**src/rtl/assert_macros.svh**
```systemverilog
// Assertion macros for the decoder RTL.
// No dependencies; included by files that carry concurrent assertions.
`ifndef ASSERT_MACROS_SVH
`define ASSERT_MACROS_SVH

// Checked on every rising edge outside of reset.
`define U8L9_ASSERT(lbl, clk, rst, prop, msg) \
  lbl: assert property (@(posedge clk) disable iff (rst) prop) else $error(msg);

// Checked on every rising edge, reset included.
`define U8L9_ASSERT_ALWAYS(lbl, clk, prop, msg) \
  lbl: assert property (@(posedge clk) prop) else $error(msg);

`endif

```
**src/rtl/u8l9_pkg.sv**
```systemverilog
// Shared types and helper functions of the UTF-8 decoder with Latin-9 fallback.
// No dependencies; used by the front, queue, back and top modules.
package u8l9_pkg;

  localparam int unsigned BYTE_W = 8;
  localparam int unsigned CP_W   = 21;
  localparam int unsigned MAX_RES = 4;
  localparam int unsigned RES_IDX_W = 2;

  typedef struct packed {
    logic [CP_W-1:0] code_point;
    logic            from_fallback;
  } result_t;

  // One queued job: all results that a single accepted byte causes.
  typedef struct packed {
    logic [RES_IDX_W-1:0] last_idx;
    result_t [MAX_RES-1:0] res;
  } job_t;

  localparam int unsigned JOB_W = $bits(job_t);

  function automatic logic [CP_W-1:0] latin9_map(input logic [BYTE_W-1:0] b);
    logic [CP_W-1:0] cp;
    case (b)
      8'hA4:   cp = 21'h020AC;
      8'hA6:   cp = 21'h00160;
      8'hA8:   cp = 21'h00161;
      8'hB4:   cp = 21'h0017D;
      8'hB8:   cp = 21'h0017E;
      8'hBC:   cp = 21'h00152;
      8'hBD:   cp = 21'h00153;
      8'hBE:   cp = 21'h00178;
      default: cp = {13'd0, b};
    endcase
    return cp;
  endfunction

  // Continuation bytes a lead byte asks for; zero if it is not a lead byte.
  function automatic logic [1:0] lead_needs(input logic [BYTE_W-1:0] b);
    logic [1:0] n;
    if (b[7:5] == 3'b110) begin
      n = 2'd1;
    end else if (b[7:4] == 4'b1110) begin
      n = 2'd2;
    end else if (b[7:3] == 5'b11110) begin
      n = 2'd3;
    end else begin
      n = 2'd0;
    end
    return n;
  endfunction

endpackage

```
**src/rtl/u8l9_front.sv**
```systemverilog
// Front part: takes bytes, keeps the pending sequence and builds at most one job per byte.
// Depends on u8l9_pkg.
module u8l9_front (
  input  logic                         clk,
  input  logic                         rst,
  input  logic                         accept,
  input  logic [u8l9_pkg::BYTE_W-1:0]  byte_value,
  input  logic                         end_of_buffer,
  output logic                         push,
  output u8l9_pkg::job_t               job
);

  logic [u8l9_pkg::BYTE_W-1:0] held_lead;
  logic [1:0]                  held_count;
  logic [u8l9_pkg::BYTE_W-1:0] held_cont [3];

  logic [u8l9_pkg::BYTE_W-1:0] held_lead_next;
  logic [1:0]                  held_count_next;
  logic                        cont_we;

  logic [u8l9_pkg::BYTE_W-1:0] seq_bytes [4];
  logic [1:0]                  need;
  logic [2:0]                  k_plus1;
  logic                        is_cont;
  logic                        fresh_emit;
  logic                        fresh_hold;
  u8l9_pkg::result_t           fresh_res;
  logic                        decoded_en;
  logic [u8l9_pkg::CP_W-1:0]   decoded;
  logic [2:0]                  n_flush;
  logic                        tail_en;
  logic [2:0]                  n_res;

  always_comb begin
    need    = u8l9_pkg::lead_needs(held_lead);
    k_plus1 = {1'b0, held_count} + 3'd1;
    is_cont = (byte_value[7:6] == 2'b10);

    // The held sequence as it stands once the current byte is added to it.
    seq_bytes[0] = held_lead;
    seq_bytes[1] = held_cont[0];
    seq_bytes[2] = held_cont[1];
    seq_bytes[3] = held_cont[2];
    seq_bytes[k_plus1[1:0]] = byte_value;

    // A byte decoded as if nothing were pending.
    fresh_emit = 1'b1;
    fresh_hold = 1'b0;
    if (!byte_value[7]) begin
      fresh_res = '{code_point: {13'd0, byte_value}, from_fallback: 1'b0};
    end else if (u8l9_pkg::lead_needs(byte_value) != 2'd0 && !end_of_buffer) begin
      fresh_res  = '{code_point: '0, from_fallback: 1'b0};
      fresh_emit = 1'b0;
      fresh_hold = 1'b1;
    end else begin
      fresh_res = '{code_point: u8l9_pkg::latin9_map(byte_value), from_fallback: 1'b1};
    end

    case (need)
      2'd1:    decoded = {10'd0, held_lead[4:0], seq_bytes[1][5:0]};
      2'd2:    decoded = {5'd0, held_lead[3:0], seq_bytes[1][5:0], seq_bytes[2][5:0]};
      2'd3:    decoded = {held_lead[2:0], seq_bytes[1][5:0], seq_bytes[2][5:0],
                          seq_bytes[3][5:0]};
      default: decoded = '0;
    endcase
  end

  always_comb begin
    decoded_en      = 1'b0;
    n_flush         = 3'd0;
    tail_en         = 1'b0;
    cont_we         = 1'b0;
    held_lead_next  = held_lead;
    held_count_next = held_count;
    if (held_lead == '0) begin
      tail_en = fresh_emit;
      if (fresh_hold) begin
        held_lead_next  = byte_value;
        held_count_next = 2'd0;
      end
    end else if (is_cont) begin
      cont_we = 1'b1;
      if (k_plus1[1:0] == need) begin
        decoded_en      = 1'b1;
        held_lead_next  = '0;
        held_count_next = 2'd0;
      end else if (end_of_buffer) begin
        // The buffer ends inside a sequence: lead, held bytes and this one fall back.
        n_flush         = k_plus1 + 3'd1;
        held_lead_next  = '0;
        held_count_next = 2'd0;
      end else begin
        held_count_next = k_plus1[1:0];
      end
    end else begin
      n_flush         = k_plus1;
      tail_en         = fresh_emit;
      held_lead_next  = fresh_hold ? byte_value : '0;
      held_count_next = 2'd0;
    end
  end

  always_comb begin
    n_res = decoded_en ? 3'd1 : (n_flush + {2'd0, tail_en});
    push  = accept && (n_res != 3'd0);
    job.last_idx = n_res[1:0] - 2'd1;
    for (int i = 0; i < 4; i++) begin
      if (decoded_en) begin
        job.res[i] = '{code_point: decoded, from_fallback: 1'b0};
      end else if (3'(i) < n_flush) begin
        job.res[i] = '{code_point: u8l9_pkg::latin9_map(seq_bytes[i]), from_fallback: 1'b1};
      end else begin
        job.res[i] = fresh_res;
      end
    end
  end

  always_ff @(posedge clk) begin
    if (rst) begin
      held_lead  <= '0;
      held_count <= 2'd0;
    end else if (accept) begin
      held_lead  <= held_lead_next;
      held_count <= held_count_next;
    end
  end

  always_ff @(posedge clk) begin
    if (accept && cont_we) begin
      held_cont[held_count] <= byte_value;
    end
  end

endmodule

```
**src/rtl/u8l9_queue.sv**
```systemverilog
// Short job queue between the front and back parts.
// Depends on u8l9_pkg; DEPTH must be at least 2.
module u8l9_queue #(
  parameter int unsigned DEPTH = 2
) (
  input  logic           clk,
  input  logic           rst,
  input  logic           push,
  input  u8l9_pkg::job_t push_data,
  output logic           full,
  input  logic           pop,
  output u8l9_pkg::job_t pop_data,
  output logic           empty
);

  localparam int unsigned PTR_W = $clog2(DEPTH);
  localparam int unsigned CNT_W = $clog2(DEPTH + 1);

  u8l9_pkg::job_t   slots [DEPTH];
  logic [PTR_W-1:0] wr_ptr;
  logic [PTR_W-1:0] rd_ptr;
  logic [CNT_W-1:0] count;

  assign full     = (count == CNT_W'(DEPTH));
  assign empty    = (count == '0);
  assign pop_data = slots[rd_ptr];

  always_ff @(posedge clk) begin
    if (rst) begin
      wr_ptr <= '0;
      rd_ptr <= '0;
      count  <= '0;
    end else begin
      if (push) begin
        wr_ptr <= (wr_ptr == PTR_W'(DEPTH - 1)) ? '0 : wr_ptr + 1'b1;
      end
      if (pop) begin
        rd_ptr <= (rd_ptr == PTR_W'(DEPTH - 1)) ? '0 : rd_ptr + 1'b1;
      end
      if (push && !pop) begin
        count <= count + 1'b1;
      end else if (pop && !push) begin
        count <= count - 1'b1;
      end
    end
  end

  always_ff @(posedge clk) begin
    if (push) begin
      slots[wr_ptr] <= push_data;
    end
  end

endmodule

```
**src/rtl/u8l9_back.sv**
```systemverilog
// Back part: loads one job at a time and sends its results one per cycle while out_ready is high.
// Depends on u8l9_pkg.
module u8l9_back (
  input  logic                        clk,
  input  logic                        rst,
  input  logic                        q_empty,
  input  u8l9_pkg::job_t              q_data,
  output logic                        q_pop,
  output logic                        out_valid,
  input  logic                        out_ready,
  output u8l9_pkg::result_t           out_res,
  output logic                        out_last
);

  u8l9_pkg::job_t                   cur;
  logic [u8l9_pkg::RES_IDX_W-1:0]   idx;
  logic                             busy;
  logic                             take;

  always_comb begin
    out_valid = busy;
    out_res   = cur.res[idx];
    out_last  = (idx == cur.last_idx);
    // A new job is loaded when idle or as the final result of the current one leaves.
    take      = !busy || (out_ready && out_last);
    q_pop     = take && !q_empty;
  end

  always_ff @(posedge clk) begin
    if (rst) begin
      busy <= 1'b0;
      idx  <= '0;
    end else if (take) begin
      busy <= !q_empty;
      idx  <= '0;
    end else if (out_ready) begin
      idx <= idx + 1'b1;
    end
  end

  always_ff @(posedge clk) begin
    if (q_pop) begin
      cur <= q_data;
    end
  end

endmodule

```
**src/rtl/utf8_decoder_latin9_fallback_top.sv**
```systemverilog
// UTF-8 decoder with Latin-9 fallback: one byte per input item, code points out.
// A byte is taken every cycle while the job queue has room; its results pass the
// queue slot and the back part's job register. Results leave at one per cycle while
// m_tready is high; a byte causes up to four results (on a fallback flush).
// Synchronous active-high reset drops any pending sequence, empties the queue and
// clears the output valid.
`include "assert_macros.svh"

module utf8_decoder_latin9_fallback_top #(
  parameter int unsigned QUEUE_DEPTH = 2
) (
  input  logic        clk,
  input  logic        rst,
  input  logic        s_tvalid,
  output logic        s_tready,
  input  logic [7:0]  s_tdata,   // [7:0] byte_value
  input  logic        s_tlast,   // end_of_buffer
  output logic        m_tvalid,
  input  logic        m_tready,
  output logic [23:0] m_tdata,   // [20:0] code_point, [23:21] zero
  output logic        m_tuser,   // from_fallback
  output logic        m_tlast    // last_of_run
);

  logic              accept;
  logic              push;
  logic              q_full;
  logic              q_empty;
  logic              q_pop;
  u8l9_pkg::job_t    push_job;
  u8l9_pkg::job_t    head_job;
  u8l9_pkg::result_t out_res;

  assign s_tready = !q_full;
  assign accept   = s_tvalid && s_tready;

  u8l9_front u_front (
    .clk           (clk),
    .rst           (rst),
    .accept        (accept),
    .byte_value    (s_tdata),
    .end_of_buffer (s_tlast),
    .push          (push),
    .job           (push_job)
  );

  u8l9_queue #(
    .DEPTH (QUEUE_DEPTH)
  ) u_queue (
    .clk       (clk),
    .rst       (rst),
    .push      (push),
    .push_data (push_job),
    .full      (q_full),
    .pop       (q_pop),
    .pop_data  (head_job),
    .empty     (q_empty)
  );

  u8l9_back u_back (
    .clk       (clk),
    .rst       (rst),
    .q_empty   (q_empty),
    .q_data    (head_job),
    .q_pop     (q_pop),
    .out_valid (m_tvalid),
    .out_ready (m_tready),
    .out_res   (out_res),
    .out_last  (m_tlast)
  );

  assign m_tdata = {3'd0, out_res.code_point};
  assign m_tuser = out_res.from_fallback;

  `U8L9_ASSERT(a_push_room, clk, rst, push |-> !q_full, "job pushed into a full queue")
  `U8L9_ASSERT(a_pop_data, clk, rst, q_pop |-> !q_empty, "job popped from an empty queue")
  `U8L9_ASSERT_ALWAYS(a_reset_quiet, clk, rst |=> !m_tvalid, "output valid after reset")

endmodule

```
**config.mk**
```make
export PLATFORM = sky130hd
export DESIGN_NAME = utf8_decoder_latin9_fallback_top
export DESIGN_NICKNAME = d
export VERILOG_FILES = /design/src/rtl/u8l9_pkg.sv /design/src/rtl/u8l9_front.sv /design/src/rtl/u8l9_queue.sv /design/src/rtl/u8l9_back.sv /design/src/rtl/utf8_decoder_latin9_fallback_top.sv
export VERILOG_INCLUDE_DIRS = /design/src /design/src/rtl
export SDC_FILE = /design/constraint.sdc
export NUM_CORES = 1
export LEC_CHECK = 0
export ABC_AREA = 1
export BUFFER_PORTS_ARGS = -buffer_cell sky130_fd_sc_hd__buf_2
export CORE_AREA = 5 5 165 167
export DETAILED_ROUTE_END_ITERATION = 16
export DIE_AREA = 0 0 170 172
export GPL_TIMING_DRIVEN = 0
export HOLD_SLACK_MARGIN = 0.12
export PLACE_DENSITY_LB_ADDON = 0.1
export REMOVE_ABC_BUFFERS = 1
export SYNTH_ARGS = -nofsm -noshare
export SYNTH_HDL_FRONTEND = slang
export SYNTH_SLANG_ARGS = --single-unit
```
**constraint.sdc**
```tcl
create_clock -name clk -period 7.2 [get_ports clk]
set_clock_uncertainty 0.05 [all_clocks]
set_input_delay 1.44 -clock clk [delete_from_list [all_inputs] [get_ports clk]]
set_output_delay 1.44 -clock clk [all_outputs]
set_load 0.01 [all_outputs]
```
After elaboration in Yosys (flattened, before gate mapping)
Memories as Yosys holds them, arrays and structs flattened. A register that Yosys moved wholly into a read port is not among the register bits.
Index checks and enable logic that the tools add are counted.
{ "word_totals": {"register_bits": 17, "ram_bits": 204, "in_bits": 13, "output_inout_bits": 28, "elab_cells": 168, "memories": 2} }
{ "mem_list": {"columns": ["name", "words", "word_bits", "rd", "rd_clocked_by_memory_dff", "wr", "line_no", "rtl"], "rows": [
  ["u_queue.slots", 2, 90, 1, 1, 1, "u8l9_queue.sv:19", "u8l9_pkg::job_t slots [DEPTH];"],
  ["u_front.held_cont", 3, 8, 3, 0, 1, "u8l9_front.sv:15", "logic [u8l9_pkg::BYTE_W-1:0] held_cont [3];"]
]} }
{ "classes": {"n_addsub": 9, "n_lt_le_gt_ge": 7, "n_eq_ne": 55, "mux": 63, "bitwise": 1, "reduce_logical": 24} }
{ "ops": {"columns": ["operator", "n"], "rows": [
  ["$pmux W14 S8", 5],
  ["$eq A8 B8 Y1 const B", 40],
  ["$mux W22", 11],
  ["$pmux W21 S3", 1],
  ["$mux W8", 7],
  ["$bmux W22 S2", 1],
  ["$bwmux W32", 1],
  ["$mux W2", 14],
  ["$mux W1", 17],
  ["$demux W8 S2", 1],
  ["$mux W3", 5],
  ["$eq A5 B5 Y1 const B", 2],
  ["$logic_and A1 B1 Y1", 9],
  ["$eq A2 B2 Y1 const B", 4],
  ["$eq A4 B4 Y1 const B", 2],
  ["$logic_not A8 Y1", 1],
  ["$eq A3 B3 Y1 const B", 2],
  ["$logic_not A1 Y1", 6],
  ["$lt A1 B3 Y1 const A", 2],
  ["$lt A2 B3 Y1 const A", 2],
  ["$add A2 B1 Y2 const B", 2],
  ["$eq A2 B2 Y1", 2],
  ["$ne A4 B4 Y1 const B", 1],
  ["$reduce_bool A2 Y1", 2],
  ["17 further kinds", 19]
]} }

Depth between registers and ports, before layout
Gate-level depths: netlist of run 1.
{ "logic_depth": {"depth_word": 19, "mapped_depth": 23, "mapped_depth_nobuf": 23} }

Hierarchy
A second synthesis of run 1 with hierarchy kept.
{ "hier_totals": {"hier_cells": 1382, "hier_area_um2": 15488.6} }
{ "modules_own_cells": {"columns": ["module", "n_inst", "cells_each", "area_per_inst_um2", "seq_area_each_um2"], "rows": [
  ["u8l9_queue", 1, 313, 7174.4, 5505.3],
  ["u8l9_front", 1, 824, 4800.9, 920.9],
  ["u8l9_back", 1, 238, 3473.3, 2762.6],
  ["utf8_decoder_latin9_fallback_top", 1, 7, 40.0, 0.0]
]} }

Least setup slack after synthesis of run 1
Ideal clock, no wire load.
{ "synth_timing": {"path_kind": "input to register", "startpoint": "input s_tdata[6]", "endpoint": "memory u_queue.slots[0][0] (netlist name), enable pin", "setup_ns": 0.472, "arrival_ns": 5.239, "t_required_ns": 6.678, "path_slack_ns": 1.439, "path_stages": 13, "path_buffers": 0, "path_cell_list": "inv_1 nand2_2 inv_1 nand2_2 nand2_1 nor2_4 ha_1 ha_1 nand2_1 ha_1 nand2_1 nand2_1 nor2_1"} }
{ "synth_between": {"elab_chain_len": 17, "word_cells_on_any_way": 24, "cone_classes": "add/sub: 1; eq/ne: 4; mux: 15; reduce/logical: 4"} }
{ "synth_rtl": {"columns": ["item", "line_no", "rtl"], "rows": [
  ["from (decl)", "utf8_decoder_latin9_fallback_top.sv:16", "input logic [7:0] s_tdata,"],
  ["$eq A5 B5 Y1", "u8l9_pkg.sv:46", "end else if (b[7:3] == 5'b11110) begin"],
  ["$mux W2", "u8l9_pkg.sv:46", null],
  ["$mux W2", "u8l9_pkg.sv:44", "end else if (b[7:4] == 4'b1110) begin"],
  ["$mux W2", "u8l9_pkg.sv:42", "if (b[7:5] == 3'b110) begin"],
  ["$mux W2", "u8l9_front.sv:49", "if (!byte_value[7]) begin"],
  ["$reduce_bool A2 Y1", "u8l9_front.sv:51", "end else if (u8l9_pkg::lead_needs(byte_value) != 2'd0 && !end_of_buffer) begin"],
  ["$logic_and A1 B1 Y1", "u8l9_front.sv:51", null],
  ["$mux W1", "u8l9_front.sv:51", null],
  ["$mux W1", "u8l9_front.sv:49", null],
  ["$mux W1", "u8l9_front.sv:81", "end else if (is_cont) begin"],
  ["$mux W1", "u8l9_front.sv:75", "if (held_lead == '0) begin"],
  ["$add A3 B1 Y3", "u8l9_front.sv:104", "n_res = decoded_en ? 3'd1 : (n_flush + {2'd0, tail_en});"],
  ["$mux W3 (*)", "u8l9_front.sv:104", null],
  ["$reduce_bool A3 Y1 (*)", "u8l9_front.sv:105", "push = accept && (n_res != 3'd0);"],
  ["$logic_and A1 B1 Y1 (*)", "u8l9_front.sv:105", null],
  ["$mux W1 (*)", "u8l9_queue.sv:49", "if (push) begin"],
  ["$mux W1 (implied by the code) (*)", "u8l9_queue.sv:50", "slots[wr_ptr] <= push_data;"],
  ["to (decl)", "u8l9_queue.sv:19", null]
]} }
Every way passes the cells marked *; elsewhere a longest branch is shown, timed or not. The select of a mux whose other input is x is not followed.

Worst setup path in the final report of run 1
{ "layout_timing": {"startpoint": "input s_tdata[6]", "endpoint": "register u_queue.count[1]"} }
{ "layout_between": {"elab_chain_len": 18, "word_cells_on_any_way": 27, "cone_classes": "add/sub: 1; eq/ne: 4; mux: 14; reduce/logical: 8"} }
{ "layout_rtl": {"columns": ["item", "line_no", "rtl"], "rows": [
  ["$eq A5 B5 Y1", "u8l9_pkg.sv:46", null],
  ["$mux W2", "u8l9_pkg.sv:46", null],
  ["$mux W2", "u8l9_pkg.sv:44", null],
  ["$mux W2", "u8l9_pkg.sv:42", null],
  ["$mux W2", "u8l9_front.sv:49", null],
  ["$reduce_bool A2 Y1", "u8l9_front.sv:51", null],
  ["$logic_and A1 B1 Y1", "u8l9_front.sv:51", null],
  ["$mux W1", "u8l9_front.sv:51", null],
  ["[3 not listed]", null, null],
  ["$add A3 B1 Y3", "u8l9_front.sv:104", null],
  ["$mux W3 (*)", "u8l9_front.sv:104", null],
  ["$reduce_bool A3 Y1 (*)", "u8l9_front.sv:105", null],
  ["$logic_and A1 B1 Y1 (*)", "u8l9_front.sv:105", null],
  ["net push", "utf8_decoder_latin9_fallback_top.sv:26", "logic push;"],
  ["$logic_not A1 Y1", "u8l9_queue.sv:42", "end else if (pop && !push) begin"],
  ["$logic_and A1 B1 Y1", "u8l9_queue.sv:42", null],
  ["$reduce_bool A2 Y1 (no line)", null, null],
  ["to (signal assigned)", "u8l9_queue.sv:41", "count <= count + 1'b1;"],
  ["to (signal assigned)", "u8l9_queue.sv:43", "count <= count - 1'b1;"],
  ["to (decl)", "u8l9_queue.sv:22", "logic [CNT_W-1:0] count;"]
]} }
Mark *: on every way through the listed nets, which the timed path passes. The rest lies on a longest branch. The select of a mux whose other input is x is not followed.
A chain may end at the register's enable or synchronous reset.

==> results of run 1 <==
[final cells by class]
type                            instances  area share
Timing Repair Buffer                   43      0.0253
Clock buffer                           26      0.0486
Multi-Input combinational cell        842       0.329
Clock inverter                         16      0.0181
Inverter                               97      0.0304
Sequential cell                       212       0.513
Tap cell                              335      0.0347
[how the worst min path moves through the flow]
stage / from / end / slack, ns
after floorplan: u_queue.count[1] / u_queue.count[1] / 0.40
after global placement: u_back.out_valid / u_back.out_valid / 0.42
after detailed placement: u_back.out_valid / u_back.out_valid / 0.43
after CTS: u_back.out_valid / u_back.out_valid / 0.44
after global routing: u_back.out_valid / u_back.out_valid / 0.47
final: u_back.out_valid / u_back.out_valid / 0.43
[per-layer routing]
layer / GRT usage / up-vias / part of all wire
li1: - / 4049 / -
met4: 0.0462 / 0 / 0.022
met1: 0.268 / 3719 / 0.47
met3: 0.0272 / 38 / 0.057
met2: 0.312 / 192 / 0.46
met5: 0 / - / 0
[kinds of logic (layout without fill, tap and decap cells)]
group | count (synthesis) | in the layout | synth area share
compound gates | 152 | 152 | 0.0832
xor+xnor | 2 | 2 | 0.00162
fa+ha+maj | 10 | 10 | 0.0116
buf+inv | 148 | 182 | 0.0587
flops | 212 | 212 | 0.575
other cells | 1 | 3 | 0.000348
simple gates | 675 | 675 | 0.270
[worst max-delay path: stages]
cell and delay, ns:
buf_2 0.15, inv_1 0.16, nand2_2 0.13, inv_1 0.18, nand2_1 0.11, nor2_2 0.87
inv_2 0.57, nand2_1 0.18, ha_1 0.16, nand2_1 0.08, nand2_1 0.13, inv_1 0.06
ha_1 0.31, a21oi_1 0.11, o21ai_0 0.11, o21ai_0 0.15, a21oi_1 0.05
[flip-flops by register name (all words and copies together) (netlist names)]
| signal | cells |
|---|---|
| u_queue.count | 2 |
| u_front.held_cont | 24 |
| u_front.held_count | 2 |
| u_queue.slots | 114 |
| u_back.out_valid | 1 |
| u_queue.rd_ptr | 1 |
| u_front.held_lead | 8 |
| u_queue.wr_ptr | 1 |
| u_back.cur | 57 |
| u_back.idx | 2 |
[metrics by stage]
stage          setup slack [ns]  power (uW)  area (um^2)
4_1_cts                    2.60        6230        12100
2_1_floorplan              1.27        4060        10500
6_report                   2.59        6180        12100
5_1_grt                    2.19        6620        12100
3_3_place_gp             -0.981        4920        11100
3_5_place_dp               2.04        4980        11300
[power groups by stage]
stage / sequential (uW) / clock [uW] / combinational [uW]
floorplan: 2430 / 0 / 1630
global placement: 2490 / 0 / 2440
detailed placement: 2410 / 0 / 2580
CTS: 2380 / 1260 / 2590
global route: 2430 / 1320 / 2870
finish: 2380 / 1230 / 2560
[layout by cell type, fill, tap and decap left out, drive strengths merged]
cell,n
nand2,454
edfxtp,195
nor2,109
inv,99
nand3,84
o21ai,84
buf,43
a21oi,29
clkbuf,26
o22ai,25
dfxtp,17
ha,10
nand4,9
nor3,9
clkinv,8
o221ai,4
nand3b,4
bufinv,4
or2,3
a211oi,3
conb,3
and2,2
o211ai,2
clkinvlp,2
o31ai,2
xnor2,1
xor2,1
o2111ai,1
a22o,1
nor2b,1
a41oi,1
==> results.yml, run 1 <==
clocking:
  cts_tree: "built"
  cts_sinks: 212
  clk_latency_ns: 0.53
  clk_pin_slew_ns: 0.06
  cts_made_buffers: 23
  postCtsHoldBufs: 0
  postCtsSetupRepairBufs: 0
  cts_resized: 0
  cts-root-buf: "clkbuf_16"
  h-tree-depth: 1
  cts_buffer_depth: 3
layout:
  regArea_um2: 6200
  area_delta_synth_final_pct: 11.9
  multi_input_area_um2: 3980
  post-route-util: 0.471
  nFillCells: 2455
  final_layout_size_suffix_gt1_frac: 0.129
  final_cells: 1571
  layout.nets: 1242
  insertedDiodeCount: 0
placed_design:
  place_hpwl_um: 20100
  placed_cells: 1529
  portBuffers: 37
  place_congestion: 0.928
worst_setup_path:
  crit_path_end: "u_queue.count[1]"
  worstRegToRegCells: 18
  reg2reg_to: "u_queue.count[1]"
  endpoint_kind: "flop"
  crit_start: "s_tdata[6]"
  critPathKind: "input pin to flop"
  r2r_start: "u_front.held_count[0]"
  rrSetupSlack_ns: 2.90
  cp.required_ns: 7.57
  start_kind: "input pin"
  crit_fanout: 33
  arrival_ns: 4.98
timing:
  finalSetupViolCount: 0
  period_share: 0.640
  fmax_mhz: 217
  period_needed_ns: 4.61
  rsz0062_at_grt: "no"
  tns_ns: 0
  whs_ns: 0.432
  max_slew_margin: 0.252
  hold_violations: 0
  slew_violations: 0
  tightestPinTransition_ns: 1.12
routing:
  first_iter_violations: 678
  drc: 0
  vias: 7998
  wl_um: 27500
  ant_nets: 0
  drtPass1Iterations: 4
  via_per_inst: 5.09
  wl_per_cell_um: 17.5
synth:
  yosys.cell_types.count: 45
  synthCells: 1200
  synth_common_cells: "nand2_1 (434), edfxtp_1 (195), nor2_1 (94)"
  avgSynthCellArea_um2: 8.98
  ys.flop_type: "edfxtp_1"
  syn_area_um2: 10800
  ys_seq_elements: 212
  synth-warning-count: 0
  netlist_top_cells_area: "edfxtp_1 (54%), nand2_1 (15%), nand3_1 (3.7%)"
  yosysTopAreaCellShare: 0.543
  ys_seq_area_frac: 0.575
  async_reset_ff_frac: 0
  yosys.area.top_type: "edfxtp_1"
  synth_most_common_cell: "nand2_1"
  synth_edf_count: 195
floorplanning:
  io_pins: 41
  die_w_um: 170
  die_area_um2: 29200
  rows: 59
  start_util: 0.421
  core_area_um2: 25600
  die_h_um: 172
pwr:
  internal_power_uw: 3670
  cellPowerDensity_nw_per_um2: 512
  p_seq_frac: 0.385
  comb_power_share: 0.415
  p_leak_uw: 0.00511
  vdd_ir_drop_max_v: 0.000240
  switchingPower_uw: 2510
  clkPwrFrac: 0.200
  netSwitchingFraction: 0.406
global_route:
  grt_pass1_vias: 7583
  overflow: 0
  grt_max_degree: 42
  antenna_found_initial: 0
  grt_use_total: 0.190
  grt_first_pass_wirelength_um: 43200
min_path:
  min_path_type: "flop to flop"
  hold_path_depth: 2
outcome:
  status: "finished clean"
run:
  cap_violations: 0
(Power assumes the default switching activity.)
==> run 2: changes to the inputs <==
Settings changed: ABC_AREA 1 to 0, CORE_AREA 5 5 165 167 to 5 5 167 169, DIE_AREA 0 0 170 172 to 0 0 172 174.
Clock period 7.2 ns to 3.92 ns, I/O delays scaled along.
==> run 2 against run 1 <==
Compared with the run above:
- non-clock buffer count rose by 12
- sequential power up 48%
- first-iteration DRC count rose by 1.0%
- critical path type is now flop to flop
- largest cell class unchanged
==> results.yml, run 2 <==
synth:
  avgSynthCellArea_um2: 12.1
  ys_seq_elements: 212
  syn_area_um2: 11000
  synthCells: 909
  synth_compound_area_frac: 0.138
  synth_edf_count: 195
  synth_common_cells: "edfxtp_1 (195), mux2_2 (71), nand2_1 (67)"
  ys.flop_type: "edfxtp_1"
  synth_xor_xnor_area_share: 0.00953
  synth_most_common_cell: "edfxtp_1"
  netlist_top_cells_area: "edfxtp_1 (53%), mux2_2 (7.2%), dfxtp_1 (3.1%)"
  yosys.area.top_type: "edfxtp_1"
  yosys.cell_types.count: 86
  synth_top_family_by_area: "compound AO/OA/AOI/OAI gates"
  yosysTopAreaCellShare: 0.531
  synth-warning-count: 0
  async_reset_ff_frac: 0
  synthSimpleGateAreaFrac: 0.131
  synthAdderAreaFrac: 0.0113
  synth.area.mux_share: 0.114
  ys_seq_area_frac: 0.562
clocking:
  cts_buffer_depth: 3
  cts_made_buffers: 23
  clk_pin_slew_ns: 0.06
  clk_latency_ns: 0.54
  cts-root-buf: "clkbuf_16"
  cts_sinks: 212
  h-tree-depth: 1
  cts_tree: "built"
layout:
  insertedDiodeCount: 0
  regArea_um2: 6210
  top_register: "u_queue.slots"
  final_common_cell: "edfxtp_1"
  layout.nets: 948
  final_layout_size_suffix_gt1_frac: 0.226
  largest_reg_flops: 114
  multi_input_area_um2: 4590
  area_delta_synth_final_pct: 12.7
  most-common-layout-cells: "edfxtp_1 (195), mux2_2 (71), nand2_1 (67)"
  top_regs: "u_queue.slots (114), u_back.cur (57), u_front.held_cont (24)"
  nFillCells: 2378
global_route:
  overflow: 0
  grt_pass1_vias: 7170
  grt_max_degree: 59
  grt_use_total: 0.196
  antenna_found_initial: 0
  grt_first_pass_wirelength_um: 45000
floorplanning:
  start_util: 0.417
  die_area_um2: 29900
  rows: 60
  core_area_um2: 26400
  die_w_um: 172
  die_h_um: 174
  io_pins: 41
worst_setup_path:
  slowest_stage: "dfxtp_4"
  arrival_ns: 4.18
  rrSetupSlack_ns: 0.17
  reg2reg_to: "u_queue.count[1]"
  cp.required_ns: 4.35
  crit_buf_inv: 2
  critPathTopFamily: "simple AND/OR/NAND/NOR gates"
  cp_common_cell: "or3_1"
  path_cells: "clkinvlp_4, ha_4, or3_1, a211oi_2, or2_1, and2_4, ha_2, inv_1, o41ai_4, o31ai_4, ha_1, or3_1, a21oi_1"
  start_kind: "flop"
  r2r_start: "u_front.held_count[0]"
  endpoint_kind: "flop"
  crit_fanout: 9
  max_stage_delay_ns: 0.41
  worstRegToRegCells: 13
  critPathKind: "flop to flop"
routing:
  first_iter_violations: 685
  wl_um: 29900
  vias: 7520
  drc: 0
  ant_nets: 0
  wl_per_cell_um: 23.3
  via_per_inst: 5.86
  drtPass1Iterations: 5
min_path:
  hold_path_depth: 2
  hp-start: "u_queue.count[1]"
  hold_end: "u_queue.count[1]"
  min_path_type: "flop to flop"
outcome:
  status: "finished clean"
pwr:
  p_leak_uw: 0.00419
  cellPowerDensity_nw_per_um2: 596
  vdd_ir_drop_max_v: 0.000344
  power_uw: 7400
timing:
  period_needed_ns: 3.75
  tightestPinTransition_ns: 1.13
  slew_violations: 0
  finalSetupViolCount: 0
  tns_ns: 0
  period_share: 0.958
  fin_ws_ns: 0.165
  hold_violations: 0
  fmax_mhz: 266
  max_slew_margin: 0.240
  rsz0062_at_grt: "no"
  whs_ns: 0.470
placed_design:
  place_hpwl_um: 20300
  place_congestion: 0.918
  portBuffers: 37
  dpl_worst_slack_ns: -0.857
run:
  cap_violations: 0
-- run 2: cell count changes in the layout (fill, tap and decap cells not counted), moves of 20 or more --
| cell | before | now |
|---|---|---|
| inv_1 | 82 | 12 |
| mux2_2 | 0 | 71 |
| mux2i_1 | 0 | 21 |
| nand2_1 | 434 | 67 |
| nand3_1 | 79 | 11 |
| nor2_1 | 92 | 55 |
| o22ai_1 | 25 | 5 |
-- run 2: layout make-up --
cell class,count,area share
Clock buffer,25,0.0469
Clock inverter,17,0.0136
Inverter,15,0.00483
Multi-Input combinational cell,618,0.369
Sequential cell,212,0.499
Tap cell,341,0.0343
Timing Repair Buffer,55,0.0316
-- run 2: where the power goes --
group	leakage (uW)	internal, uW	switching [uW]
Combinational	0.00185	788	932
Clock	0.000366	1280	871
Sequential	0.00197	3250	283
-- run 2: kinds of logic after synthesis --
group	after synthesis
flip-flops	212
buffers and inverters	82
multiplexers	103
AO/OA/AOI/OAI	221
adder cells (fa/ha/maj)	10
other	1
AND/OR/NAND/NOR	268
XOR/XNOR	12
-- run 2: worst max path at each step --
| stage | endpoint | cells past startpoint | start | slack (ns) |
|---|---|---|---|---|
| 2_1_floorplan | u_queue.slots[0][0] | 12 | u_front.held_count[0] | -2.13 |
| 3_3_place_gp | u_queue.slots[0][84] | 12 | u_front.held_count[0] | -4.47 |
| 3_5_place_dp | u_queue.slots[1][83] | 11 | u_front.held_count[0] | -0.86 |
| 4_1_cts | u_queue.count[1] | 13 | u_front.held_count[0] | 0.007 |
| 5_1_grt | u_queue.count[1] | 12 | u_front.held_lead[3] | 0.04 |
| 6_report | u_queue.count[1] | 13 | u_front.held_count[0] | 0.17 |
-- run 2: metal layers --
metal	GRT usage	wire [um]
met2	0.287	13200
met1	0.295	13600
met5	0	0
met3	0.0341	1960
met4	0.0662	1090
-- run 2: repair_timing --
action	CTS	global route
resized for setup	13	14
pin swaps	4	4
hold buffers	0	0
setup buffers	5	8
cloned	1	1
endpoints found under the hold margin	0	0
endpoints found under the setup margin	125	85
-- run 2: worst min-delay path: cells and delay by family (launching register included) --
kind            cells  cell delay [ns]
compound gates      2             0.14
flops               1             0.34
-- run 2: per-stage QoR --
stage / instance area, um^2 / util / cells
global route: 12400 / 0.470 / 1283
global placement: 11300 / 0.429 / 1222
finish: 12400 / 0.470 / 1283
CTS: 12300 / 0.465 / 1274
floorplan: 10700 / - / 844
detailed placement: 11400 / 0.432 / 1226
==> run 3: changes to the inputs <==
Settings changed: CORE_AREA 5 5 167 169 to 5 5 173 175, DIE_AREA 0 0 172 174 to 0 0 178 180.
==> run 3 against run 2 <==
Compared with the run above:
- sequential power about the same
- sequential share of layout area increased by 0.12 points
- cell count grew 3.0%
- largest power group unchanged
==> results.yml, run 3 (synthesis results as in run 2) <==
global_route:
  grt_max_degree: 59
  antenna_found_initial: 0
  overflow: 0
  grt_first_pass_wirelength_um: 45400
  grt_pass1_vias: 7248
  grt_use_total: 0.183
layout:
  final_layout_size_suffix_gt1_frac: 0.216
  area_delta_synth_final_pct: 12.4
  final_cells: 1321
  top_register: "u_queue.slots"
  layout.nets: 942
  top_regs: "u_queue.slots (114), u_back.cur (57), u_front.held_cont (24)"
  final_common_cell: "edfxtp_1"
  most-common-layout-cells: "edfxtp_1 (195), mux2_2 (71), nand2_1 (67)"
  largest_reg_flops: 114
  insertedDiodeCount: 0
worst_setup_path:
  cp_common_cell: "o21ai_0"
  crit_fanout: 29
  path_cells: "buf_2, and3_1, o21ai_0, nor4_1, o21ai_0, o31ai_1, a21oi_1, o21ai_0"
  start_kind: "input pin"
  endpoint_kind: "flop"
  max_stage_delay_ns: 1.14
  slowest_stage: "nor4_1"
  r2r_start: "u_front.held_count[0]"
  worstRegToRegCells: 9
  reg2reg_to: "u_queue.slots[0][72]"
  critPathKind: "input pin to flop"
  arrival_ns: 4.01
  rrSetupSlack_ns: 0.16
  cp.required_ns: 4.13
floorplanning:
  core_area_um2: 28300
  io_pins: 41
  start_util: 0.390
  die_h_um: 180
  rows: 62
  die_w_um: 178
  die_area_um2: 32000
clocking:
  cts_sinks: 212
  cts_buffer_depth: 3
  clk_latency_ns: 0.53
  clk_pin_slew_ns: 0.06
  cts_tree: "built"
  h-tree-depth: 1
  cts_made_buffers: 24
  cts-root-buf: "clkbuf_16"
  postCtsHoldBufs: 0
min_path:
  hp-start: "u_queue.count[1]"
  min_path_type: "flop to flop"
  hold_end: "u_queue.count[1]"
  hold_path_depth: 2
timing:
  tns_ns: 0
  period_needed_ns: 3.79
  tightestPinTransition_ns: 1.43
  period_share: 0.968
  fmax_mhz: 264
  hold_violations: 0
  slew_violations: 0
  finalSetupViolCount: 0
  max_slew_margin: 0.0367
  rsz0062_at_grt: "yes"
routing:
  wirelength_met1_um: 13700
  vias: 7504
  wl_per_cell_um: 22.6
  wl_um: 29900
  wl_met3_um: 1900
  via_per_inst: 5.68
  first_iter_violations: 693
  ant_nets: 0
  drc: 0
  dr.max_layer_used: "met4"
  met2_length_um: 13500
  drtPass1Iterations: 6
placed_design:
  place_hpwl_um: 20700
  portBuffers: 37
  place_congestion: 0.990
  placed_cells: 1268
pwr:
  p_leak_uw: 0.00415
  cellPowerDensity_nw_per_um2: 592
  vdd_ir_drop_max_v: 0.000274
  power_uw: 7330
outcome:
  status: "finished clean"
run:
  cap_violations: 0
run 3: cell count changes in the layout (fill, tap and decap cells not counted), sizes merged:
cell / before / now
buf: 53 / 47
bufinv: 3 / 2
clkbuf: 27 / 31
clkinvlp: 2 / 0
run 3: metrics by stage:
stage | cell area [um^2] | setup WS (ns) | util | hold WS (ns)
after global routing | 12400 | -0.0565 | 0.438 | 0.505
after floorplan | 10700 | -2.13 | - | 0.425
after global placement | 11400 | -4.63 | 0.402 | 0.464
after detailed placement | 11500 | -0.919 | 0.405 | 0.481
final | 12400 | 0.125 | 0.438 | 0.487
after CTS | 12300 | 0.00122 | 0.435 | 0.488
run 3: final cells by class:
| type | count | area (um^2) |
|---|---|---|
| Multi-Input combinational cell | 618 | 4590 |
| Clock buffer | 30 | 623 |
| Sequential cell | 212 | 6210 |
| Clock inverter | 14 | 126 |
| Fill cell | 2606 | 15900 |
| Tap cell | 384 | 480 |
| Inverter | 15 | 56.3 |
| Timing Repair Buffer | 48 | 315 |
run 3: worst max path at each step:
stage	slack, ns	start	cells after the start	to
after floorplan	-2.13	u_front.held_count[0]	12	u_queue.slots[0][0]
after global placement	-4.63	u_front.held_count[0]	12	u_queue.slots[0][84]
after detailed placement	-0.92	u_front.held_count[0]	10	u_queue.slots[1][84]
after CTS	0.001	u_front.held_count[0]	13	u_queue.count[1]
after global routing	-0.06	u_front.held_count[0]	9	u_queue.slots[1][72]
final	0.13	s_tdata[3]	8	u_queue.slots[1][3]
run 3: power by group:
part	total, uW	switching (uW)	internal, uW
clock	2120	866	1260
combinational	1670	921	753
sequential	3540	281	3250
total	7330	2070	5260
run 3: timing repair:
item | 4_1_cts | 5_1_grt
setup buffers | 4 | 4
gates resized for setup | 14 | 10
gates cloned | 1 | 0
endpoints found under the setup margin | 125 | 95
pin swaps | 3 | 2
run 3: routing by layer:
metal,vias to the layer above,track usage
met5,-,0
met4,0,0.0464
met3,46,0.0307
met2,261,0.282
met1,3685,0.270
li1,3512,-
run 3: critical path, delay by kind of cell:
kind | cells | cell delay, ns
AOI/OAI and AO/OA | 5 | 1.32
and+or+nand+nor | 2 | 1.42
buffers and inverters | 1 | 0.47
